`src/design/sasc_pkg.sv`:
```
package sasc_pkg;

    localparam int unsigned SIZE_W   = 17;
    localparam int unsigned OFF_W    = 16;
    localparam int unsigned STATUS_W = 3;
    localparam int unsigned CFG_W    = 17;

    localparam logic [SIZE_W-1:0] POOL_MAX   = 17'd65536;
    localparam logic [SIZE_W-1:0] POOL_RESET = 17'd1024;

    typedef enum logic [STATUS_W-1:0] {
        ST_OK     = 3'd0,
        ST_NOFIT  = 3'd1,
        ST_FULL   = 3'd2,
        ST_BADOFF = 3'd3,
        ST_ZERO   = 3'd4
    } status_t;

    localparam logic REG_TOTAL_SIZE = 1'b0;
    localparam logic REG_FIT_MODE   = 1'b1;

    localparam logic KIND_ALLOC = 1'b0;
    localparam logic KIND_FREE  = 1'b1;

    typedef enum logic [3:0] {
        S_IDLE,
        S_SCAN_RD,
        S_SCAN,
        S_DECIDE,
        S_SHUP_RD,
        S_SHUP_WR,
        S_SPLIT,
        S_MERGE_RD,
        S_MERGE,
        S_SHDN_RD,
        S_SHDN_WR,
        S_DONE
    } state_t;

    typedef struct packed {
        logic [OFF_W-1:0]  start;
        logic [SIZE_W-1:0] length;
        logic              used;
    } seg_t;

endpackage

```
`src/design/segment_allocator_split_coalesce.sv`:
```
// Allocate scans the live segments, then shifts entries up by one on a split;
// free scans, then moves entries down on each of up to two drops.
// Throughput: one request at a time; busy stays high until done strobes.
// Reset: pool of 1024 units as one free segment, first fit, block idle.
// Results cannot be stalled: done is a one-cycle strobe.
module segment_allocator_split_coalesce #(
    parameter int unsigned MAX_SEGMENTS = 64
) (
    input  logic                          clk,
    input  logic                          rst_n,
    input  logic                          start,
    output logic                          busy,
    input  logic                          kind,
    input  logic [sasc_pkg::SIZE_W-1:0]   request_size,
    input  logic [sasc_pkg::OFF_W-1:0]    block_offset,
    output logic                          done,
    output logic [sasc_pkg::STATUS_W-1:0] status,
    output logic [sasc_pkg::OFF_W-1:0]    granted_offset,
    input  logic                          cfg_we,
    input  logic                          cfg_index,
    input  logic [sasc_pkg::CFG_W-1:0]    cfg_data
);
    import sasc_pkg::*;

    localparam int unsigned IDX_W = $clog2(MAX_SEGMENTS);
    localparam int unsigned CNT_W = $clog2(MAX_SEGMENTS + 1);
    localparam logic [CNT_W-1:0] CNT_MAX = CNT_W'(MAX_SEGMENTS);

    // Segment table: one memory, read data registered.
    seg_t table_mem [MAX_SEGMENTS];
    seg_t rd_data;

    logic             we;
    logic [IDX_W-1:0] waddr;
    seg_t             wdata;
    logic [IDX_W-1:0] raddr;

    always_ff @(posedge clk)
    begin
        if (we)
        begin
            table_mem[waddr] <= wdata;
        end
        rd_data <= table_mem[raddr];
    end

    // Control and working registers.
    state_t            state_reg, state_next;
    logic [CNT_W-1:0]  count_reg, count_next;
    logic              fit_reg, fit_next;
    logic [SIZE_W-1:0] pool_reg, pool_next;
    logic              init_reg, init_next;   // entry 0 still holds reset value
    logic [CNT_W-1:0]  k_reg, k_next;         // scan / shift pointer
    logic [IDX_W-1:0]  pick_reg, pick_next;
    logic              found_reg, found_next;
    seg_t              pseg_reg, pseg_next;   // picked / working segment
    seg_t              aux_reg, aux_next;     // neighbor segment
    logic              kind_reg, kind_next;
    logic [SIZE_W-1:0] size_reg, size_next;
    logic [OFF_W-1:0]  off_reg, off_next;
    logic [STATUS_W-1:0] st_reg, st_next;
    logic [OFF_W-1:0]  gnt_reg, gnt_next;
    logic              mstep_reg, mstep_next; // 0 successor merge, 1 predecessor

    // Entry 0 reads as its reset value until first written after init.
    seg_t rd_seg;
    logic [IDX_W-1:0] rd_addr_reg;
    always_ff @(posedge clk)
    begin
        rd_addr_reg <= raddr;
    end
    always_comb
    begin
        if (init_reg && rd_addr_reg == '0)
        begin
            rd_seg.start  = '0;
            rd_seg.length = pool_reg;
            rd_seg.used   = 1'b0;
        end
        else
        begin
            rd_seg = rd_data;
        end
    end

    always_ff @(posedge clk or negedge rst_n)
    begin
        if (!rst_n)
        begin
            state_reg <= S_IDLE;
            count_reg <= CNT_W'(1);
            fit_reg   <= 1'b0;
            pool_reg  <= POOL_RESET;
            init_reg  <= 1'b1;
        end
        else
        begin
            state_reg <= state_next;
            count_reg <= count_next;
            fit_reg   <= fit_next;
            pool_reg  <= pool_next;
            init_reg  <= init_next;
        end
    end

    always_ff @(posedge clk)
    begin
        k_reg     <= k_next;
        pick_reg  <= pick_next;
        found_reg <= found_next;
        pseg_reg  <= pseg_next;
        aux_reg   <= aux_next;
        kind_reg  <= kind_next;
        size_reg  <= size_next;
        off_reg   <= off_next;
        st_reg    <= st_next;
        gnt_reg   <= gnt_next;
        mstep_reg <= mstep_next;
    end

    always_comb
    begin
        state_next = state_reg;
        count_next = count_reg;
        fit_next   = fit_reg;
        pool_next  = pool_reg;
        init_next  = init_reg;
        k_next     = k_reg;
        pick_next  = pick_reg;
        found_next = found_reg;
        pseg_next  = pseg_reg;
        aux_next   = aux_reg;
        kind_next  = kind_reg;
        size_next  = size_reg;
        off_next   = off_reg;
        st_next    = st_reg;
        gnt_next   = gnt_reg;
        mstep_next = mstep_reg;
        we         = 1'b0;
        waddr      = '0;
        wdata      = pseg_reg;
        raddr      = k_reg[IDX_W-1:0];
        done       = 1'b0;

        // The user must write config only while idle; the block does not enforce it.
        if (cfg_we)
        begin
            case (cfg_index)
                REG_TOTAL_SIZE:
                begin
                    pool_next  = (cfg_data > POOL_MAX) ? POOL_MAX : cfg_data;
                    count_next = CNT_W'(1);
                    init_next  = 1'b1;
                end
                REG_FIT_MODE: fit_next = cfg_data[0];
                default: ;
            endcase
        end

        case (state_reg)
            S_IDLE:
            begin
                if (start)
                begin
                    kind_next  = kind;
                    size_next  = request_size;
                    off_next   = block_offset;
                    k_next     = '0;
                    found_next = 1'b0;
                    gnt_next   = '0;
                    if (kind == KIND_ALLOC && request_size == '0)
                    begin
                        st_next    = ST_ZERO;
                        state_next = S_DONE;
                    end
                    else
                    begin
                        state_next = S_SCAN_RD;
                    end
                end
            end
            // Issue read of entry k.
            S_SCAN_RD:
            begin
                raddr      = k_reg[IDX_W-1:0];
                state_next = S_SCAN;
            end
            // Examine entry k.
            S_SCAN:
            begin
                if (kind_reg == KIND_ALLOC)
                begin
                    if (!rd_seg.used && rd_seg.length >= size_reg &&
                        (!found_reg || (fit_reg && rd_seg.length < pseg_reg.length)))
                    begin
                        found_next = 1'b1;
                        pick_next  = k_reg[IDX_W-1:0];
                        pseg_next  = rd_seg;
                    end
                    if ((found_next && !fit_reg) || k_reg + CNT_W'(1) >= count_reg)
                    begin
                        state_next = S_DECIDE;
                    end
                    else
                    begin
                        k_next     = k_reg + CNT_W'(1);
                        raddr      = k_next[IDX_W-1:0];
                        state_next = S_SCAN;
                    end
                end
                else
                begin
                    if (rd_seg.used && rd_seg.start == off_reg)
                    begin
                        found_next = 1'b1;
                        pick_next  = k_reg[IDX_W-1:0];
                        pseg_next  = rd_seg;
                        state_next = S_DECIDE;
                    end
                    else if (k_reg + CNT_W'(1) >= count_reg)
                    begin
                        state_next = S_DECIDE;
                    end
                    else
                    begin
                        k_next     = k_reg + CNT_W'(1);
                        raddr      = k_next[IDX_W-1:0];
                        state_next = S_SCAN;
                    end
                end
            end
            S_DECIDE:
            begin
                if (kind_reg == KIND_ALLOC)
                begin
                    if (!found_reg)
                    begin
                        st_next    = ST_NOFIT;
                        state_next = S_DONE;
                    end
                    else if (pseg_reg.length == size_reg)
                    begin
                        we         = 1'b1;
                        waddr      = pick_reg;
                        wdata      = pseg_reg;
                        wdata.used = 1'b1;
                        if (pick_reg == '0) init_next = 1'b0;
                        st_next    = ST_OK;
                        gnt_next   = pseg_reg.start;
                        state_next = S_DONE;
                    end
                    else if (count_reg >= CNT_MAX)
                    begin
                        st_next    = ST_FULL;
                        state_next = S_DONE;
                    end
                    else
                    begin
                        // Shift entries pick+1..count-1 up by one, from the top.
                        k_next     = count_reg;
                        state_next = S_SHUP_RD;
                    end
                end
                else
                begin
                    if (!found_reg)
                    begin
                        st_next    = ST_BADOFF;
                        state_next = S_DONE;
                    end
                    else
                    begin
                        st_next       = ST_OK;
                        pseg_next.used = 1'b0;
                        mstep_next    = 1'b0;
                        state_next    = S_MERGE_RD;
                    end
                end
            end
            S_SHUP_RD:
            begin
                if (k_reg > CNT_W'(pick_reg) + CNT_W'(1))
                begin
                    raddr      = IDX_W'(k_reg - CNT_W'(1));
                    state_next = S_SHUP_WR;
                end
                else
                begin
                    state_next = S_SPLIT;
                end
            end
            S_SHUP_WR:
            begin
                we         = 1'b1;
                waddr      = k_reg[IDX_W-1:0];
                wdata      = rd_seg;
                k_next     = k_reg - CNT_W'(1);
                state_next = S_SHUP_RD;
            end
            // Write remainder, then the used head on the next pass.
            S_SPLIT:
            begin
                we           = 1'b1;
                waddr        = pick_reg + IDX_W'(1);
                wdata.start  = pseg_reg.start + size_reg[OFF_W-1:0];
                wdata.length = pseg_reg.length - size_reg;
                wdata.used   = 1'b0;
                pseg_next.length = size_reg;
                pseg_next.used   = 1'b1;
                count_next   = count_reg + CNT_W'(1);
                mstep_next   = 1'b1;
                st_next      = ST_OK;
                gnt_next     = pseg_reg.start;
                state_next   = S_MERGE;
                aux_next.used = 1'b1;     // no merge: just write head
            end
            // Read neighbor: successor, then predecessor.
            S_MERGE_RD:
            begin
                if (!mstep_reg)
                begin
                    if (CNT_W'(pick_reg) + CNT_W'(1) < count_reg)
                    begin
                        raddr      = pick_reg + IDX_W'(1);
                        state_next = S_MERGE;
                    end
                    else
                    begin
                        aux_next.used = 1'b1;
                        state_next    = S_MERGE;
                    end
                end
                else
                begin
                    if (pick_reg != '0)
                    begin
                        raddr      = pick_reg - IDX_W'(1);
                        state_next = S_MERGE;
                    end
                    else
                    begin
                        aux_next.used = 1'b1;
                        state_next    = S_MERGE;
                    end
                end
            end
            S_MERGE:
            begin : merge_blk
                seg_t nb;
                // A set used mark in aux means there is no neighbor on this side.
                nb = rd_seg;
                if (aux_reg.used)
                begin
                    nb.used = 1'b1;
                end
                if (nb.used)
                begin
                    // No merge on this side: write back working entry.
                    we    = 1'b1;
                    waddr = pick_reg;
                    wdata = pseg_reg;
                    if (pick_reg == '0) init_next = 1'b0;
                    aux_next.used = 1'b0;
                    if (!mstep_reg)
                    begin
                        mstep_next = 1'b1;
                        state_next = S_MERGE_RD;
                    end
                    else
                    begin
                        state_next = S_DONE;
                    end
                end
                else if (!mstep_reg)
                begin
                    // Absorb successor, drop it.
                    pseg_next.length = pseg_reg.length + nb.length;
                    we     = 1'b1;
                    waddr  = pick_reg;
                    wdata  = pseg_reg;
                    wdata.length = pseg_reg.length + nb.length;
                    if (pick_reg == '0) init_next = 1'b0;
                    k_next     = CNT_W'(pick_reg) + CNT_W'(1);
                    mstep_next = 1'b1;
                    state_next = S_SHDN_RD;
                end
                else
                begin
                    // Predecessor absorbs this entry.
                    we           = 1'b1;
                    waddr        = pick_reg - IDX_W'(1);
                    wdata        = nb;
                    wdata.length = nb.length + pseg_reg.length;
                    k_next       = CNT_W'(pick_reg);
                    pick_next    = pick_reg - IDX_W'(1);
                    mstep_next   = 1'b0;
                    gnt_next     = '0;
                    state_next   = S_SHDN_RD;
                    st_next      = ST_OK;
                    found_next   = 1'b0; // marks final drop
                end
            end
            // Drop entry: move k+1 into k until the end.
            S_SHDN_RD:
            begin
                if (k_reg + CNT_W'(1) < count_reg)
                begin
                    raddr      = IDX_W'(k_reg + CNT_W'(1));
                    state_next = S_SHDN_WR;
                end
                else
                begin
                    count_next = count_reg - CNT_W'(1);
                    if (found_reg)
                    begin
                        // Successor dropped; now look at predecessor.
                        mstep_next = 1'b1;
                        state_next = S_MERGE_RD;
                    end
                    else
                    begin
                        state_next = S_DONE;
                    end
                end
            end
            S_SHDN_WR:
            begin
                we         = 1'b1;
                waddr      = k_reg[IDX_W-1:0];
                wdata      = rd_seg;
                k_next     = k_reg + CNT_W'(1);
                state_next = S_SHDN_RD;
            end
            S_DONE:
            begin
                done       = 1'b1;
                state_next = S_IDLE;
            end
            default: state_next = S_IDLE;
        endcase
    end

    assign busy           = (state_reg != S_IDLE);
    assign status         = st_reg;
    assign granted_offset = gnt_reg;

endmodule

```
`config.mk`:
```
export PLATFORM = sky130hd
export DESIGN_NAME = segment_allocator_split_coalesce
export DESIGN_NICKNAME = d
export VERILOG_FILES = /design/src/design/sasc_pkg.sv /design/src/design/segment_allocator_split_coalesce.sv
export SDC_FILE = /design/constraint.sdc
export NUM_CORES = 2
export LEC_CHECK = 0
export BUFFER_PORTS_ARGS = -buffer_cell sky130_fd_sc_hd__buf_4
export CORE_ASPECT_RATIO = 0.6
export CORE_MARGIN = 2
export CORE_UTILIZATION = 57
export DETAILED_ROUTE_END_ITERATION = 8
export PLACE_DENSITY_LB_ADDON = 0.2
export SLEW_MARGIN = 10
export SYNTH_ARGS = -nofsm -noshare
export SYNTH_HDL_FRONTEND = slang
export SYNTH_SLANG_ARGS = --single-unit
```
`constraint.sdc`:
```
create_clock -name clk -period 7.39 [get_ports clk]
set_input_delay 1.478 -clock clk [delete_from_list [all_inputs] [get_ports clk]]
set_output_delay 1.478 -clock clk [all_outputs]
set_load 0.05 [all_outputs]
```
Yosys cells after proc, flatten, opt, wreduce, memory -nomap -nowiden
Memories as Yosys holds them, arrays and structs flattened. A register that Yosys moved wholly into a read port is not among the register bits.
Cells that the tools add are included.
W data, S select, Z words.
{ "op_classes": {"addsub": 10, "n_lt_le_gt_ge": 8, "n_eq_ne": 36, "mux": 123, "bitwise": 2, "reduce_logical": 43} }
{ "ops": {"columns": ["op", "n"], "rows": [
  ["$mux W34", 6],
  ["$pmux W34 S4", 1],
  ["$mux W6", 17],
  ["$mux W7", 14],
  ["$mux W16", 6],
  ["$pmux W16 S4", 1],
  ["$mux W17", 3],
  ["$pmux W17 S3", 1],
  ["$pmux W6 S4", 2],
  ["$mux W4", 11],
  ["$pmux W7 S6", 1],
  ["$mux W1", 40],
  ["$pmux W4 S10", 1],
  ["$ne A2 B2 Y1 const B", 14],
  ["$mux W3", 8],
  ["$ne A3 B3 Y1 const B", 7],
  ["$reduce_and A5 Y1", 4],
  ["$add A17 B17 Y17", 1],
  ["$eq A17 B17 Y1", 1],
  ["$ge A17 B17 Y1", 1],
  ["$gt A17 B17 Y1 const B", 1],
  ["$logic_not A17 Y1", 1],
  ["$lt A17 B17 Y1", 1],
  ["$sub A17 B17 Y17", 1],
  ["other kinds (42)", 78]
]} }
{ "totals": {"regBits": 139, "ram_bits": 2176, "input_bits": 56, "output_inout_bits": 21, "word_cells": 242, "mem_count": 1} }
{ "mem_list": {"columns": ["name", "depth", "word_bits", "rd", "rd_clocked_by_memory_dff", "wr", "line_no", "text"], "rows": [
  ["table_mem", 64, 34, 1, 1, 1, "segment_allocator_split_coalesce.sv:30", "seg_t table_mem [MAX_SEGMENTS];"]
]} }

Logic depth before layout (Yosys ltp)
{ "depth": {"word_depth": 15, "ltp_mapped": 26, "depth_no_buf": 20} }

Least setup slack after synthesis
No wires, ideal clock.
{ "synth_timing": {"path_kind": "register to register", "from": "register init_reg", "to": "memory table_mem[0][14] (netlist bit), data pin", "setup_time_ps": 701, "arrival_ps": 6259, "required_ps": 6689, "slack_ps": 429, "stages_incl_launch_ff": 21, "path_buffers": 3, "synth_period_minus_slack_ps": 6961, "path_cell_list": "dfstp_2 > nor3b_2 > and2_1 > buf_2 > buf_1 > clkbuf_1 > mux2i_1 > inv_1 > ha_1 > inv_1 > o21ai_0 > a21oi_1 > o21ai_0 > a21oi_1 > o21bai_1 > a21oi_1 > o211a_1 > o21ai_0 > nand2_1 > xnor2_1 > o21ai_0"} }
{ "synth_lines": {"columns": ["item", "line_no", "text"], "rows": [
  ["start: declaration", "segment_allocator_split_coalesce.sv:52", "logic init_reg, init_next;"],
  ["start signal: assignment", "segment_allocator_split_coalesce.sv:102", "init_reg <= init_next;"],
  ["end: declaration", "segment_allocator_split_coalesce.sv:30", null]
]} }

Worst setup path after layout
{ "layout_timing": {"from": "register rd_addr_reg[3]", "to": "register, netlist name rd_data[3]"} }
{ "layout_via": {"elab_chain_cells": 15, "elab_cells_between_ends": 21, "cone_classes": "order compare (2); eq/ne (1); mux (8); reduce/logical (10)"} }
{ "layout_lines": {"columns": ["item", "line_no", "text"], "rows": [
  ["start: declaration", "segment_allocator_split_coalesce.sv:67", "logic [IDX_W-1:0] rd_addr_reg;"],
  ["start signal: assignment", "segment_allocator_split_coalesce.sv:70", "rd_addr_reg <= raddr;"],
  ["$logic_not A6 Y1 (*)", "segment_allocator_split_coalesce.sv:74", "if (init_reg && rd_addr_reg == '0)"],
  ["$logic_and A1 B1 Y1 (*)", "segment_allocator_split_coalesce.sv:74", null],
  ["$mux W34 (*)", "segment_allocator_split_coalesce.sv:74", null],
  ["$lt A17 B17 Y1", "segment_allocator_split_coalesce.sv:194", "(!found_reg || (fit_reg && rd_seg.length < pseg_reg.length)))"],
  ["$logic_and A1 B1 Y1", "segment_allocator_split_coalesce.sv:194", null],
  ["$logic_or A1 B1 Y1", "segment_allocator_split_coalesce.sv:194", null],
  ["$logic_and A1 B1 Y1", "segment_allocator_split_coalesce.sv:193", "if (!rd_seg.used && rd_seg.length >= size_reg &&"],
  ["$mux W1", "segment_allocator_split_coalesce.sv:193", null],
  ["$mux W1", "segment_allocator_split_coalesce.sv:191", "if (kind_reg == KIND_ALLOC)"],
  ["$mux W1", "segment_allocator_split_coalesce.sv:160", "case (state_reg)"],
  ["$logic_and A1 B1 Y1", "segment_allocator_split_coalesce.sv:200", "if ((found_next && !fit_reg) || k_reg + CNT_W'(1) >= count_reg)"],
  ["$logic_or A1 B1 Y1", "segment_allocator_split_coalesce.sv:200", null],
  ["$mux W6", "segment_allocator_split_coalesce.sv:200", null],
  ["$mux W6 (*)", "segment_allocator_split_coalesce.sv:191", null],
  ["$pmux W6 S4 (*)", "segment_allocator_split_coalesce.sv:160", null]
]} }
Every way passes the cells marked *; elsewhere a longest branch is shown, timed or not. The select of a mux whose other input is x is not followed.
A chain may end at the register's enable or synchronous reset.

==> impl_metrics.yaml <==
synthesis:
  yosysSeqAreaShare_pct: 71.30
  syn-cell-area_sq_um: 98170
  synthCells: 7334
  ys_ff_latch: 2349
  synth.distinct_cells: 95
  synth_edf_count: 2279
  async_flop_share_pct: 1.277
  synth_ff_type: "edfxtp_1"
  synth_nets: 7502
  syn_avg_cell_area_sq_um: 13.39
  synth_warnings: 0
route:
  drtIter0Drc: 11100
  firstDrtPassIters: 8
  dr_total_vias: 64870
  drt_wl_total_microns: 291100
  post_drt_wl_per_cell_microns: 29.39
  drt-vias-per-instance: 6.550
  ant_nets: 0
  drc_errors: 0
sta:
  fmax_ghz: 0.1371
  period_share_pct: 98.71
  drv_slew: 0
  tightest_slew_ps: 1309
  fin_ws_ps: 95.01
  min_period_ps: 7295
  hold_slack_ps: 461.8
  finalHoldViolations: 0
  maxSlewHeadroom_pct: 12.37
  grt_setup_unrepaired: "false"
  tns_ps: 0
  setup_viol: 0
  clock_skew_ps: 70.37
floorplanning:
  ios: 77
  initial_core_util_pct: 57.61
  rows: 117
  dieArea_sq_um: 175700
  core_area_sq_um: 170400
  die_h_microns: 325.5
  chipWidth_microns: 539.8
grt:
  grt_pass1_wl_microns: 420200
  antenna_found_initial: 5
  grt_pass1_vias: 59730
  grt_usage_pct: 32.61
  grt_max_degree: 117
  gr-total-overflow: 0
worst_hold_path:
  hold_path_class: "reg -> reg"
finish:
  drive_gt1_share_pct: 10.61
  regArea_sq_um: 69990
  multiInputGateArea_sq_um: 26440
  largest_reg_flops: 2176
  fillCellCount: 12420
  fin_nets: 7642
  synthToLayoutAreaGrowth_pct: 11.72
clock_tree:
  numCtsBuffers: 210
  postCtsSetupBuffers: 0
  clkSlewWorstSetupHoldPaths_ps: 60
  clk_latency_ps: 880
  clockBufferDepth: 4
  h-tree-depth: 4
  cts_root_buffer: "clkbuf_16"
  cts_tree: "yes"
  cts.sinks: 2349
worst_setup_path:
  worstPathRequired_ps: 8050
  critPathKind: "reg -> reg"
  start_kind: "flip-flop"
  arrival_ps: 7960
  path_max_fanout: 74
  end_kind: "flip-flop"
place:
  dp_hpwl_microns: 182700
  port_buffers: 76
  gp_congestion: 0.9833
  dp_slack_ps: 241.5
run_status:
  status: "finished clean"
flow_run:
  max_cap_violations: 0
Yosys cell counts, types with 48 or more instances:
library cell     n  area share, %
o22ai_1         52           0.33
o21ai_0        100           0.51
a31oi_1        150           0.96
a32oi_1        100           0.89
o221ai_1        49           0.44
clkbuf_1       205           0.78
o211ai_1        84           0.64
nor2_1         373            1.4
a21oi_1        226            1.2
buf_2          157           0.80
xnor2_1         48           0.43
inv_1          107           0.41
ha_1           109            1.4
nand3_1        362            1.8
and2_1          55           0.35
mux2i_1        358            3.7
edfxtp_1      2279             70
and3_1         150           0.96
or3_1           50           0.32
nand2_1       1592            6.1
critical path, cell delays in order (launching register included):
cell and delay, ps:
dfxtp_1 340, nor4_4 580, and2_1 240, buf_4 300, nand2_1 90, nand2_1 200, ha_1 300, a21oi_1 160
nor2_1 70, a211oi_1 580, o211ai_1 240, o21ai_1 440, nand4_1 200, o221a_4 400, inv_8 350, buf_12 310
buf_12 310, nand2_1 100, and3_1 190, a311oi_1 300, a311o_1 230, o221ai_1 340, o41ai_1 730
layer usage:
metal  GRT usage (%)  vias to the layer above  share of wire, %
met4           7.341                        6               2.3
met3           8.600                      436                14
met1           53.67                    32200                43
met5               0                        -             0.014
met2           42.73                     4408                40
li1                -                    27820                 -
kinds of logic after synthesis:
group,synth area share [%]
DFF,71.30
xor gates and xnor gates,0.6602
adders and majority gates,1.450
and+or+nand+nor,11.98
buffers and inverters,2.615
muxes,3.696
AOI/OAI and AO/OA,8.304
worst paths after layout:
kind / from / endpoint / slack, ps / cells past startpoint
worst min-delay path: init_reg / init_reg / 460 / 2
max in group asynchronous: rst_n / init_reg / 6450 / 1
worst max register to register: rd_addr_reg[3] / rd_data[3] / 100 / 22
min in group asynchronous: rst_n / count_reg[3] / 570 / 1
worst max-delay path: rd_addr_reg[3] / rd_data[3] / 100 / 22
worst min register to register: init_reg / init_reg / 460 / 2
stage by stage:
step	area [sq um]	utilization, %	std cells
floorplan	98170	-	7334
global placement	103200	60.58	9523
detailed placement	103200	60.58	9523
CTS	109700	64.35	9903
global route	109700	64.36	9903
finish	109700	64.36	9905
area by class of cell:
cell class,count,area share [%]
antenna,2,0.004563
timing repair buffer,379,3.233
inverter,111,0.4050
clock inverter,95,0.6480
clock buffer,285,5.207
sequential,2349,63.82
multi-input combinational,4423,24.11
tap,2261,2.579
placed cells by master, fill, tap and decap left out, types with 42 or more instances in the layout:
cell type	synthesis	final
clkbuf_1	205	61
and3_1	150	150
inv_1	107	105
nand3_1	362	360
o211ai_1	84	84
a32oi_1	100	100
o221ai_1	49	48
a31oi_1	150	150
and2_1	55	54
nor2_4	1	72
a211oi_1	42	42
nor2_1	373	301
clkbuf_16	0	213
ha_1	109	109
o22ai_1	52	52
edfxtp_1	2279	2279
nand2_1	1592	1587
or3_1	50	50
a21oi_1	226	225
mux2i_1	358	358
buf_4	34	323
xnor2_1	48	48
o21ai_0	100	86
buf_12	0	56
repair_timing:
| action | in CTS | in global routing |
|---|---|---|
| gates resized for setup | 0 | 3 |
| hold buffers | 0 | 0 |
| setup endpoints to repair | 0 | 2 |
Power is not shown: default switching activity piles up to over one toggle a cycle in this logic, so the estimate is an artifact.
